`src/mtep_pkg.sv`:
```
`timescale 1ns / 1ps
`default_nettype none

package mtep_pkg;

    localparam int COUNT_BITS    = 32;
    localparam int LINE_BITS     = 16;
    localparam int LIMIT_BITS    = 16;
    localparam int PCT_BITS      = 7;
    localparam int OUT_LINE_BITS = 16;
    localparam int CMP_BITS      = (LINE_BITS > LIMIT_BITS) ? LINE_BITS : LIMIT_BITS;
    localparam int PROD_BITS     = COUNT_BITS + 8;
    localparam int ADDR_BITS     = 4;
    localparam int DATA_BITS     = 32;
    localparam int PROG_BITS     = 3;

    localparam logic [PROG_BITS-1:0] FROM_LEN = PROG_BITS'(5);
    localparam logic [7:0] NEWLINE_CHAR      = 8'h0A;
    localparam logic [7:0] NUL_CHAR          = 8'h00;
    localparam logic [7:0] B64_SCALE         = 8'd100;

    typedef enum logic [1:0] {
        ENC_DEFAULT = 2'd0,
        ENC_QP      = 2'd1,
        ENC_BASE64  = 2'd2,
        ENC_BINARY  = 2'd3
    } t_enc;

    typedef enum logic [1:0] {
        CON_7BIT   = 2'd0,
        CON_8BIT   = 2'd1,
        CON_BINARY = 2'd2
    } t_con;

    localparam logic [1:0] REG_ENABLE  = 2'd0;
    localparam logic [1:0] REG_CHANNEL = 2'd1;
    localparam logic [1:0] REG_LIMIT   = 2'd2;
    localparam logic [1:0] REG_PERCENT = 2'd3;

    localparam logic                  RST_ENABLE  = 1'b1;
    localparam logic [1:0]            RST_CHANNEL = CON_7BIT;
    localparam logic [LIMIT_BITS-1:0] RST_LIMIT   = LIMIT_BITS'(998);
    localparam logic [PCT_BITS-1:0]   RST_PERCENT = PCT_BITS'(17);

    typedef struct packed {
        logic                  enable;
        logic [1:0]            channel;
        logic [LIMIT_BITS-1:0] line_limit;
        logic [PCT_BITS-1:0]   percent;
    } t_cfg;

    typedef struct packed {
        logic                 nul_seen;
        logic                 high_seen;
        logic [LINE_BITS-1:0] longest;
        logic                 from_seen;
        logic                 eos;
    } t_flags;

    typedef struct packed {
        logic [COUNT_BITS-1:0] byte_total;
        logic [COUNT_BITS-1:0] high_count;
        t_flags                flags;
    } t_snap;

    typedef struct packed {
        t_enc                     enc;
        logic                     saw_nul;
        logic                     saw_high_bit;
        logic [OUT_LINE_BITS-1:0] longest_line;
        logic                     saw_from_line;
        logic                     stream_done;
    } t_result;

    typedef struct packed {
        logic take;
        logic load2;
        logic load3;
    } t_pipe_ctl;

    function automatic logic [7:0] from_char(input logic [PROG_BITS-1:0] idx);
        logic [7:0] ch;
        unique case (idx)
            3'd0:    ch = 8'h46;
            3'd1:    ch = 8'h72;
            3'd2:    ch = 8'h6F;
            3'd3:    ch = 8'h6D;
            3'd4:    ch = 8'h20;
            default: ch = 8'h00;
        endcase
        return ch;
    endfunction

endpackage

`default_nettype wire

```
`src/mtep_regs.sv`:
```
`timescale 1ns / 1ps
`default_nettype none

module mtep_regs (
    input  wire logic                           i_clk,
    input  wire logic                           i_rst_n,
    input  wire logic                           psel,
    input  wire logic                           penable,
    input  wire logic                           pwrite,
    input  wire logic [mtep_pkg::ADDR_BITS-1:0] paddr,
    input  wire logic [mtep_pkg::DATA_BITS-1:0] pwdata,
    output logic      [mtep_pkg::DATA_BITS-1:0] prdata,
    output logic                                pready,
    output mtep_pkg::t_cfg                      o_cfg
);
    import mtep_pkg::*;

    t_cfg       r_cfg;
    logic [1:0] reg_idx;
    logic       wr_en;

    assign reg_idx = paddr[ADDR_BITS-1:2];
    assign pready  = 1'b1;
    assign wr_en   = psel && penable && pwrite && pready;
    assign o_cfg   = r_cfg;

    always_ff @(posedge i_clk) begin
        if (!i_rst_n) begin
            r_cfg.enable     <= RST_ENABLE;
            r_cfg.channel    <= RST_CHANNEL;
            r_cfg.line_limit <= RST_LIMIT;
            r_cfg.percent    <= RST_PERCENT;
        end else if (wr_en) begin
            unique case (reg_idx)
                REG_ENABLE:  r_cfg.enable     <= pwdata[0];
                REG_CHANNEL: r_cfg.channel    <= pwdata[1:0];
                REG_LIMIT:   r_cfg.line_limit <= pwdata[LIMIT_BITS-1:0];
                REG_PERCENT: r_cfg.percent    <= pwdata[PCT_BITS-1:0];
                default:     r_cfg            <= r_cfg;
            endcase
        end
    end

    always_comb begin
        unique case (reg_idx)
            REG_ENABLE:  prdata = DATA_BITS'(r_cfg.enable);
            REG_CHANNEL: prdata = DATA_BITS'(r_cfg.channel);
            REG_LIMIT:   prdata = DATA_BITS'(r_cfg.line_limit);
            REG_PERCENT: prdata = DATA_BITS'(r_cfg.percent);
            default:     prdata = '0;
        endcase
    end

endmodule

`default_nettype wire

```
`src/mtep_stats.sv`:
```
`timescale 1ns / 1ps
`default_nettype none

module mtep_stats (
    input  wire logic       i_clk,
    input  wire logic       i_rst_n,
    input  wire logic       i_take,
    input  wire logic [7:0] i_data_byte,
    input  wire logic       i_end_of_stream,
    output mtep_pkg::t_snap o_snap
);
    import mtep_pkg::*;

    localparam logic [COUNT_BITS-1:0] CNT_MAX = '1;
    localparam logic [LINE_BITS-1:0]  LN_MAX  = '1;

    logic [COUNT_BITS-1:0] r_total, n_total;
    logic [COUNT_BITS-1:0] r_high, n_high;
    logic                  r_nul, n_nul;
    logic [LINE_BITS-1:0]  r_len, n_len;
    logic [LINE_BITS-1:0]  r_max, n_max;
    logic [PROG_BITS-1:0]  r_prog, n_prog;
    logic                  r_live, n_live;
    logic                  r_from, n_from;
    t_snap                 r_snap, n_snap;
    logic [PROG_BITS-1:0]  prog_inc;

    assign prog_inc = r_prog + PROG_BITS'(1);

    always_comb begin
        n_total = (r_total == CNT_MAX) ? r_total : r_total + COUNT_BITS'(1);
        n_nul   = r_nul || (i_data_byte == NUL_CHAR);
        n_high  = r_high;
        if (i_data_byte[7] && (r_high != CNT_MAX)) begin
            n_high = r_high + COUNT_BITS'(1);
        end
        n_len  = r_len;
        n_max  = r_max;
        n_prog = r_prog;
        n_live = r_live;
        n_from = r_from;
        if (i_data_byte == NEWLINE_CHAR) begin
            if (r_len > r_max) begin
                n_max = r_len;
            end
            n_len  = '0;
            n_live = 1'b1;
            n_prog = '0;
        end else begin
            n_len = (r_len == LN_MAX) ? r_len : r_len + LINE_BITS'(1);
            if (r_live) begin
                if ((r_prog < FROM_LEN) && (i_data_byte == from_char(r_prog))) begin
                    n_prog = prog_inc;
                    if (prog_inc == FROM_LEN) begin
                        n_from = 1'b1;
                        n_live = 1'b0;
                    end
                end else begin
                    n_live = 1'b0;
                end
            end
        end
        n_snap.byte_total      = n_total;
        n_snap.high_count      = n_high;
        n_snap.flags.nul_seen  = n_nul;
        n_snap.flags.high_seen = (n_high != '0);
        n_snap.flags.longest   = (n_len > n_max) ? n_len : n_max;
        n_snap.flags.from_seen = n_from;
        n_snap.flags.eos       = i_end_of_stream;
    end

    always_ff @(posedge i_clk) begin
        if (!i_rst_n || (i_take && i_end_of_stream)) begin
            r_total <= '0;
            r_high  <= '0;
            r_nul   <= 1'b0;
            r_len   <= '0;
            r_max   <= '0;
            r_prog  <= '0;
            r_live  <= 1'b1;
            r_from  <= 1'b0;
        end else if (i_take) begin
            r_total <= n_total;
            r_high  <= n_high;
            r_nul   <= n_nul;
            r_len   <= n_len;
            r_max   <= n_max;
            r_prog  <= n_prog;
            r_live  <= n_live;
            r_from  <= n_from;
        end
    end

    always_ff @(posedge i_clk) begin
        if (i_take) begin
            r_snap <= n_snap;
        end
    end

    assign o_snap = r_snap;

endmodule

`default_nettype wire

```
`src/mtep_decide.sv`:
```
`timescale 1ns / 1ps
`default_nettype none

module mtep_decide (
    input  wire logic            i_clk,
    input  wire logic            i_load2,
    input  wire logic            i_load3,
    input  wire mtep_pkg::t_snap i_snap,
    input  wire mtep_pkg::t_cfg  i_cfg,
    output mtep_pkg::t_result    o_result
);
    import mtep_pkg::*;

    localparam logic [CMP_BITS-1:0] OUT_MAX = CMP_BITS'({OUT_LINE_BITS{1'b1}});

    logic [PROD_BITS-1:0] r_prod_a, n_prod_a;
    logic [PROD_BITS-1:0] r_prod_b, n_prod_b;
    t_flags               r_flags;
    t_result              r_result, n_result;
    logic                 b64_wins;
    logic                 too_long;
    logic [CMP_BITS-1:0]  longest_ext;
    t_enc                 enc;

    assign n_prod_a = PROD_BITS'(i_cfg.percent) * PROD_BITS'(i_snap.byte_total);
    assign n_prod_b = (PROD_BITS'(i_snap.high_count) + PROD_BITS'(1)) * PROD_BITS'(B64_SCALE);

    always_ff @(posedge i_clk) begin
        if (i_load2) begin
            r_prod_a <= n_prod_a;
            r_prod_b <= n_prod_b;
            r_flags  <= i_snap.flags;
        end
    end

    assign b64_wins    = r_prod_a < r_prod_b;
    assign longest_ext = CMP_BITS'(r_flags.longest);
    assign too_long    = longest_ext > CMP_BITS'(i_cfg.line_limit);

    always_comb begin
        enc = ENC_DEFAULT;
        if (i_cfg.enable) begin
            unique case (i_cfg.channel)
                CON_7BIT: begin
                    if (r_flags.nul_seen) begin
                        enc = ENC_BASE64;
                    end else if (r_flags.high_seen) begin
                        enc = b64_wins ? ENC_BASE64 : ENC_QP;
                    end else if (too_long) begin
                        enc = ENC_QP;
                    end
                end
                CON_8BIT: begin
                    if (r_flags.nul_seen) begin
                        enc = ENC_BASE64;
                    end else if (too_long) begin
                        enc = ENC_QP;
                    end
                end
                CON_BINARY: begin
                    if (r_flags.nul_seen || r_flags.high_seen) begin
                        enc = ENC_BINARY;
                    end
                end
                default: enc = ENC_DEFAULT;
            endcase
            if ((enc == ENC_DEFAULT) && r_flags.from_seen) begin
                enc = ENC_QP;
            end
        end
        n_result.enc           = enc;
        n_result.saw_nul       = r_flags.nul_seen;
        n_result.saw_high_bit  = r_flags.high_seen;
        n_result.longest_line  = (longest_ext > OUT_MAX) ? '1
                                 : OUT_LINE_BITS'(longest_ext);
        n_result.saw_from_line = r_flags.from_seen;
        n_result.stream_done   = r_flags.eos;
    end

    always_ff @(posedge i_clk) begin
        if (i_load3) begin
            r_result <= n_result;
        end
    end

    assign o_result = r_result;

endmodule

`default_nettype wire

```
`src/mime_transfer_encoding_picker_top.sv`:
```
// channel | valid   | stall   | payload
// --------+---------+---------+-------------------------------------------------
// byte in | i_valid | o_stall | i_data_byte, i_end_of_stream
// result  | o_valid | i_stall | o_encoding_choice, o_saw_nul, o_saw_high_bit,
//         |         |         | o_longest_line, o_saw_from_line, o_stream_done
// config  | APB     | pready  | paddr, pwdata, prdata
//
// One item per clock while o_stall is low; an accepted byte passes through the
// statistics register, product register and result register before o_valid rises.
// Each stage moves when the next one is empty or moving, so a stall on the
// result side fills the bubbles before o_stall rises.
// Synchronous active-low reset clears statistics and stage valids and loads config defaults.
`timescale 1ns / 1ps
`default_nettype none

module mime_transfer_encoding_picker_top (
    input  wire logic                           i_clk,
    input  wire logic                           i_rst_n,
    input  wire logic                           i_valid,
    output logic                                o_stall,
    input  wire logic [7:0]                     i_data_byte,
    input  wire logic                           i_end_of_stream,
    output logic                                o_valid,
    input  wire logic                           i_stall,
    output logic [1:0]                          o_encoding_choice,
    output logic                                o_saw_nul,
    output logic                                o_saw_high_bit,
    output logic [mtep_pkg::OUT_LINE_BITS-1:0]  o_longest_line,
    output logic                                o_saw_from_line,
    output logic                                o_stream_done,
    input  wire logic                           psel,
    input  wire logic                           penable,
    input  wire logic                           pwrite,
    input  wire logic [mtep_pkg::ADDR_BITS-1:0] paddr,
    input  wire logic [mtep_pkg::DATA_BITS-1:0] pwdata,
    output logic      [mtep_pkg::DATA_BITS-1:0] prdata,
    output logic                                pready
);
    import mtep_pkg::*;

    logic      r_v1, r_v2, r_v3;
    logic      adv1, adv2, adv3;
    t_pipe_ctl ctl;
    t_cfg      cfg;
    t_snap     snap;
    t_result   result;

    assign adv3      = !r_v3 || !i_stall;
    assign adv2      = !r_v2 || adv3;
    assign adv1      = !r_v1 || adv2;
    assign o_stall   = !adv1;
    assign ctl.take  = i_valid && adv1;
    assign ctl.load2 = adv2 && r_v1;
    assign ctl.load3 = adv3 && r_v2;

    always_ff @(posedge i_clk) begin
        if (!i_rst_n) begin
            r_v1 <= 1'b0;
            r_v2 <= 1'b0;
            r_v3 <= 1'b0;
        end else begin
            if (adv1) begin
                r_v1 <= ctl.take;
            end
            if (adv2) begin
                r_v2 <= r_v1;
            end
            if (adv3) begin
                r_v3 <= r_v2;
            end
        end
    end

    mtep_regs u_regs (
        .i_clk   (i_clk),
        .i_rst_n (i_rst_n),
        .psel    (psel),
        .penable (penable),
        .pwrite  (pwrite),
        .paddr   (paddr),
        .pwdata  (pwdata),
        .prdata  (prdata),
        .pready  (pready),
        .o_cfg   (cfg)
    );

    mtep_stats u_stats (
        .i_clk           (i_clk),
        .i_rst_n         (i_rst_n),
        .i_take          (ctl.take),
        .i_data_byte     (i_data_byte),
        .i_end_of_stream (i_end_of_stream),
        .o_snap          (snap)
    );

    mtep_decide u_decide (
        .i_clk    (i_clk),
        .i_load2  (ctl.load2),
        .i_load3  (ctl.load3),
        .i_snap   (snap),
        .i_cfg    (cfg),
        .o_result (result)
    );

    assign o_valid           = r_v3;
    assign o_encoding_choice = result.enc;
    assign o_saw_nul         = result.saw_nul;
    assign o_saw_high_bit    = result.saw_high_bit;
    assign o_longest_line    = result.longest_line;
    assign o_saw_from_line   = result.saw_from_line;
    assign o_stream_done     = result.stream_done;

endmodule

`default_nettype wire

```
`config.mk`:
```
export PLATFORM = sky130hd
export DESIGN_NAME = mime_transfer_encoding_picker_top
export DESIGN_NICKNAME = d
export VERILOG_FILES = /design/src/mtep_pkg.sv /design/src/mtep_regs.sv /design/src/mtep_stats.sv /design/src/mtep_decide.sv /design/src/mime_transfer_encoding_picker_top.sv
export SDC_FILE = /design/constraint.sdc
export NUM_CORES = 1
export LEC_CHECK = 0
export BUFFER_PORTS_ARGS = -buffer_cell sky130_fd_sc_hd__buf_4
export CAP_MARGIN = 0
export CORE_AREA = 10 10 210 262
export CTS_BUF_LIST = sky130_fd_sc_hd__clkbuf_8
export DETAILED_ROUTE_END_ITERATION = 12
export DIE_AREA = 0 0 220 272
export PLACE_DENSITY = 0.73
export SYNTH_ARGS = -nofsm -noshare
export SYNTH_HDL_FRONTEND = slang
export SYNTH_SLANG_ARGS = --single-unit
```
`constraint.sdc`:
```
create_clock -name i_clk -period 15.7 [get_ports i_clk]
set_input_delay 0.785 -clock i_clk [delete_from_list [all_inputs] [get_ports i_clk]]
set_output_delay 0.785 -clock i_clk [all_outputs]
set_load 0.005 [all_outputs]
```
* Yosys cells after proc, flatten, opt, wreduce, memory -nomap -nowiden *
Cells that the tools add are included.

word-level totals
  bits in registers = 334
  word-level logic and storage cells = 131
  input port bits = 52
  output and inout port bits = 57

operators by class
  reductions and logical operators = 35
  $add $sub $neg = 5
  bitwise operators = 1
  $mul = 2
  order comparisons = 6
  equal/unequal tests = 15
  mux-type cells = 31

operator list
  operator                                                               count
  32-bit one-hot mux with 4 select lines                                 1
  16-bit two-way mux                                                     5
  32-bit by 1-bit adder with 32-bit output, second input constant        2
  32-bit two-way mux                                                     2
  16-bit greater-than comparator                                         3
  39-bit by 40-bit less-than comparator with 1-bit output                1
  40-bit by 5-bit multiplier with 38-bit output, second input constant   1
  7-bit by 32-bit multiplier with 39-bit output                          1
  7-bit one-hot mux with 5 select lines                                  1
  32-bit by 1-bit adder with 33-bit output, second input constant        1
  32-bit equality test, second input constant                            1
  32-bit inequality test, second input constant                          1
  32-bit nonzero test                                                    1
  16-bit by 1-bit adder with 16-bit output, second input constant        1
  16-bit equality test, second input constant                            1
  16-bit greater-than comparator, second input constant                  1
  8-bit two-way mux                                                      2
  2-bit two-way mux                                                      6
  1-bit two-way mux                                                      10
  1-bit logical AND                                                      9
  3-bit two-way mux                                                      3
  8-bit by 4-bit equality test with 1-bit output, second input constant  1
  8-bit equality test                                                    1
  8-bit zero test                                                        1
  other kinds (17)                                                       38

* Logic depth before layout (Yosys ltp) *
  depth in word-level cells = 9
  depth in mapped cells = 24
  mapped depth without buffers = 22

* Modules after synthesis *
Synthesis repeated with hierarchy kept, for this count alone.

unflattened totals
  cells, all modules = 2911
  area, all modules = 27510.1 sq um

modules (own cells, without submodules)
  module                             instances  cells each  area an instance (sq um)  sequential area each (sq um)
  mtep_decide                        1          1675        16014.1                   3513.4
  mtep_stats                         1          1061        9949.5                    4564.4
  mtep_regs                          1          162         1420.1                    520.5
  mime_transfer_encoding_picker_top  1          13          126.4                     60.1

* Worst setup path before layout *
No wires, ideal clock.

  path type = input port to flip-flop
  start = in i_stall
  end = reg u_decide.r_flags, in the netlist u_decide.longest_ext[0] (enable)
  data arrival time = 5.207 ns
  stages = 2
  setup slack = 9.932 ns
  required time = 15.139 ns
  buffers on the path = 0
  cells stage by stage = and3_1 nor2b_1

on the way
  word-level cells in the longest chain between the ends = 4

ends and longest elaborated chain
  what                  RTL line                                 source
  start, declared       mime_transfer_encoding_picker_top.sv:24  input wire logic i_stall,
  1-bit zero test       mime_transfer_encoding_picker_top.sv:48  assign adv3 = !r_v3 || !i_stall;
  1-bit logical OR      mime_transfer_encoding_picker_top.sv:48
  1-bit logical OR      mime_transfer_encoding_picker_top.sv:49  assign adv2 = !r_v2 || adv3;
  1-bit logical AND     mime_transfer_encoding_picker_top.sv:53  assign ctl.load2 = adv2 && r_v1;
  via u_decide.i_load2  mtep_decide.sv:6                         input wire logic i_load2,
  end signal, assigned  mtep_decide.sv:32                        r_flags <= i_snap.flags;
  end, declared         mtep_decide.sv:18                        t_flags r_flags;

The timed path passes the listed nets, and every way through them passes these cells.
A chain may end at the register's enable or synchronous reset.

* Worst setup path in the final report *
  start = reg u_regs.r_cfg, in the netlist u_regs.o_cfg[4]
  end = reg u_decide.r_prod_a[38], data pin

on the way
  word-level cells in the longest chain between the ends = 1

ends and longest elaborated chain
  what                                           RTL line           source
  start, declared                                mtep_regs.sv:18    t_cfg r_cfg;
  start signal, assigned                         mtep_regs.sv:39    default: r_cfg <= r_cfg;
  7-bit by 32-bit multiplier with 39-bit output  mtep_decide.sv:25  assign n_prod_a = PROD_BITS'(i_cfg.percent) * PROD_BITS'(i_snap.byte_total);
  via u_decide.n_prod_a[38]                      mtep_decide.sv:16  logic [PROD_BITS-1:0] r_prod_a, n_prod_a;
  end signal, assigned                           mtep_decide.sv:30  r_prod_a <= n_prod_a;
  end, declared                                  mtep_decide.sv:16

The timed path passes the listed nets, and every way through them passes these cells.

==> reports/results.ini <==
[logic_synthesis]
postSynth.asyncResetShare=0
syn_area_per_cell_um2=9.52
synth_most_common_cell=inv_1
yosysTopAreaCellShare=0.223
synth_cell_types=94
synthTopCellsByArea=edfxtp_1 22%, fa_1 13%, ha_1 12%
ys_ff_latch=332
yosys-top-cells-count=385 x inv_1, 250 x ha_1, 250 x nand2_1
synth_warnings=0
yosysTopAreaCell=edfxtp_1
syn_area_um2=27100
ys_seq_area_frac=0.319
ys.flop_type=edfxtp_1
synth_cells=2848
synth_edf_count=201

[setup_path]
start_kind=register
crit_fanout=32
worstSetupPathType=reg -> reg
critPathCaptureType=register
worst_r2r_startpoint=u_regs.o_cfg[4]
cp.arrival_ns=6.28
cp-startpoint=u_regs.o_cfg[4]
critPathRequiredTime_ns=16.07

[timing]
hold_viol_final=0
fin_ws_ns=9.79
finalSetupTns_ns=0
fin_crit_sh=0.376
rsz0062_at_grt=false
fmax_mhz=169
slew_viol_final=0
clock_skew_ns=0.0319
worst_pin_slew_ns=1.22
maxSlewHeadroom=0.183
holdWs_ns=0.341
finalCriticalPeriod_ns=5.91
finalSetupViolations=0

[final_layout]
drive_gt1_frac=0.0733
stdcell_area_um2=29200
areaGrowthSynthToFinish_pct=7.76
utilization=0.585
nFillCells=4390
nets=3371

[floorplan]
die_h_um=272
io_pins=109
fp.dieW_um=220
core_um2=50000
die-area_um2=59800
start_util=0.542
rows=92

[worst_hold_path]
hp-start=i_end_of_stream
min_path_type=in -> reg

[global_routing]
grt_pass1_vias=21000
grt_pass1_wl_um=100000
grt_use_total=0.201
antenna_found_initial=1
grt_max_degree=90
overflow=0

[clock_network]
ctsRootBufferMaster=clkbuf_8
cts_tree=done
cts-htree-levels=2
cts_buffer_depth=3
path_clk_slew_ns=0.06
numCtsBuffers=52
clk_latency_ns=0.64
postCtsSetupBuffers=0
cts_resized=0
ctsHoldBuffers=0
cts_sinks=332

[power]
p_comb_frac=0.219
power_switching_mw=0.669
clkPwrFrac=0.333
seqPwrFrac=0.448
vdd_drop_max_mv=0.107
p_int_mw=1.59
cellLeakagePower_nw=13.4
powerDensity_nw_per_um2=77.4
swShare=0.296

[outcome]
status=completed

[placed_design]
gp_congestion=0.909
dpl_worst_slack_ns=9.65
port_buffers=73
dp_hpwl_um=44900
place_area_um2=28100

[route]
drcViolationCount=0
post_drt_via_cell_ratio=5.53
final_antenna_net_count=0
wl_um=58800
dr.pass1.iters=5
drt_iter0_markers=1077
wl_per_cell_um=16.4
vias=19900

[run]
maxCapViolations=0

## power groups by stage
| stage | sequential, mW | clock [mW] | combinational (mW) |
|---|---|---|---|
| 2_1_floorplan | 1.02 | 0 | 0.383 |
| 3_3_place_gp | 1.03 | 0 | 0.479 |
| 3_5_place_dp | 1.03 | 0 | 0.494 |
| 4_1_cts | 1.01 | 0.772 | 0.498 |
| 5_1_grt | 1.02 | 0.810 | 0.567 |
| 6_report | 1.01 | 0.752 | 0.496 |
## layout by cell type (no fill, tap or decap), types with 20 or more instances in the layout
cell        n
inv_1     399
nand3_1    70
a21oi_1   113
nand2_1   248
and3_1     39
a21o_1     49
buf_4      88
o21ai_0    61
nor3_1     31
xor2_1    109
dfxtp_1   131
nor2_1    194
clkbuf_8   55
nor2b_1    27
xnor2_1   111
or3_1      20
edfxtp_1  201
nand4_1    43
fa_1      177
and2_1    172
mux2i_1    66
ha_1      250
## worst paths after layout
path                              endpoint  slack [ns]  cells past startpoint
setup / recovery     u_decide.r_prod_a[38]        9.79                     18
hold / removal           u_stats.o_snap[0]        0.34                      1
setup reg to reg     u_decide.r_prod_a[38]        9.79                     18
hold reg to reg   u_decide.longest_ext[14]        0.42                      0
## sequential cells by signal, indices dropped and copies added, names as in the netlist, 3 cells and up
name	cells
u_regs.o_cfg	26
u_stats.r_high	32
u_stats.o_snap	84
u_stats.r_prog	3
u_decide.r_prod_a	37
u_decide.n_result	4
u_stats.r_max	16
u_stats.r_len	16
u_decide.o_result	22
u_stats.r_total	32
u_decide.longest_ext	16
u_decide.r_prod_b	38
## cells by family (layout without fill, tap and decap cells)
group | count (synthesis) | count (layout) | share of synthesized area
and+or+nand+nor | 923 | 923 | 0.172
muxes | 69 | 69 | 0.0260
AOI/OAI and AO/OA | 377 | 377 | 0.0923
xor gates and xnor gates | 220 | 220 | 0.0711
buffers and inverters | 498 | 570 | 0.0725
DFF | 332 | 332 | 0.319
other | 2 | 18 | 0.000277
adders and majority gates | 427 | 427 | 0.246
## critical path, stage by stage, from the launching register on
cell	delay, ns
dfxtp_1	0.35
buf_4	0.33
and2_1	0.20
fa_1	0.45
fa_1	0.55
fa_1	0.55
inv_1	0.05
fa_1	0.53
inv_1	0.04
ha_1	0.37
a2111oi_0	0.40
o21a_1	0.18
a21oi_1	0.09
a31oi_1	0.38
o41ai_1	0.19
o41ai_2	0.41
o21ai_1	0.17
o41ai_2	0.26
xnor2_1	0.14
## through the flow
stage                     instances  power, mW
after floorplan                2863       1.40
after global placement         3496       1.51
after CTS                      3593       2.28
after global routing           3594       2.39
final                          3594       2.26
after detailed placement       3496       1.52
## cell type report
class                           instances  area [um2]  area share
Multi-Input combinational cell       2033       16600       0.567
Timing Repair Buffer                   88         661      0.0226
Clock buffer                           55         757      0.0259
Inverter                              385        1450      0.0496
Antenna cell                            1        2.50   0.0000857
Sequential cell                       332        8660       0.296
Clock inverter                         42         297      0.0102
Tap cell                              658         823      0.0282
## routing by layer
| metal | share of wire | up-vias | GRT usage |
|---|---|---|---|
| li1 | - | 9575 | - |
| met1 | 0.41 | 9818 | 0.233 |
| met2 | 0.53 | 357 | 0.366 |
| met3 | 0.030 | 133 | 0.0237 |
| met4 | 0.037 | 0 | 0.0792 |
| met5 | 0 | - | 0 |
Note: power is estimated with default switching activity, not from simulation.
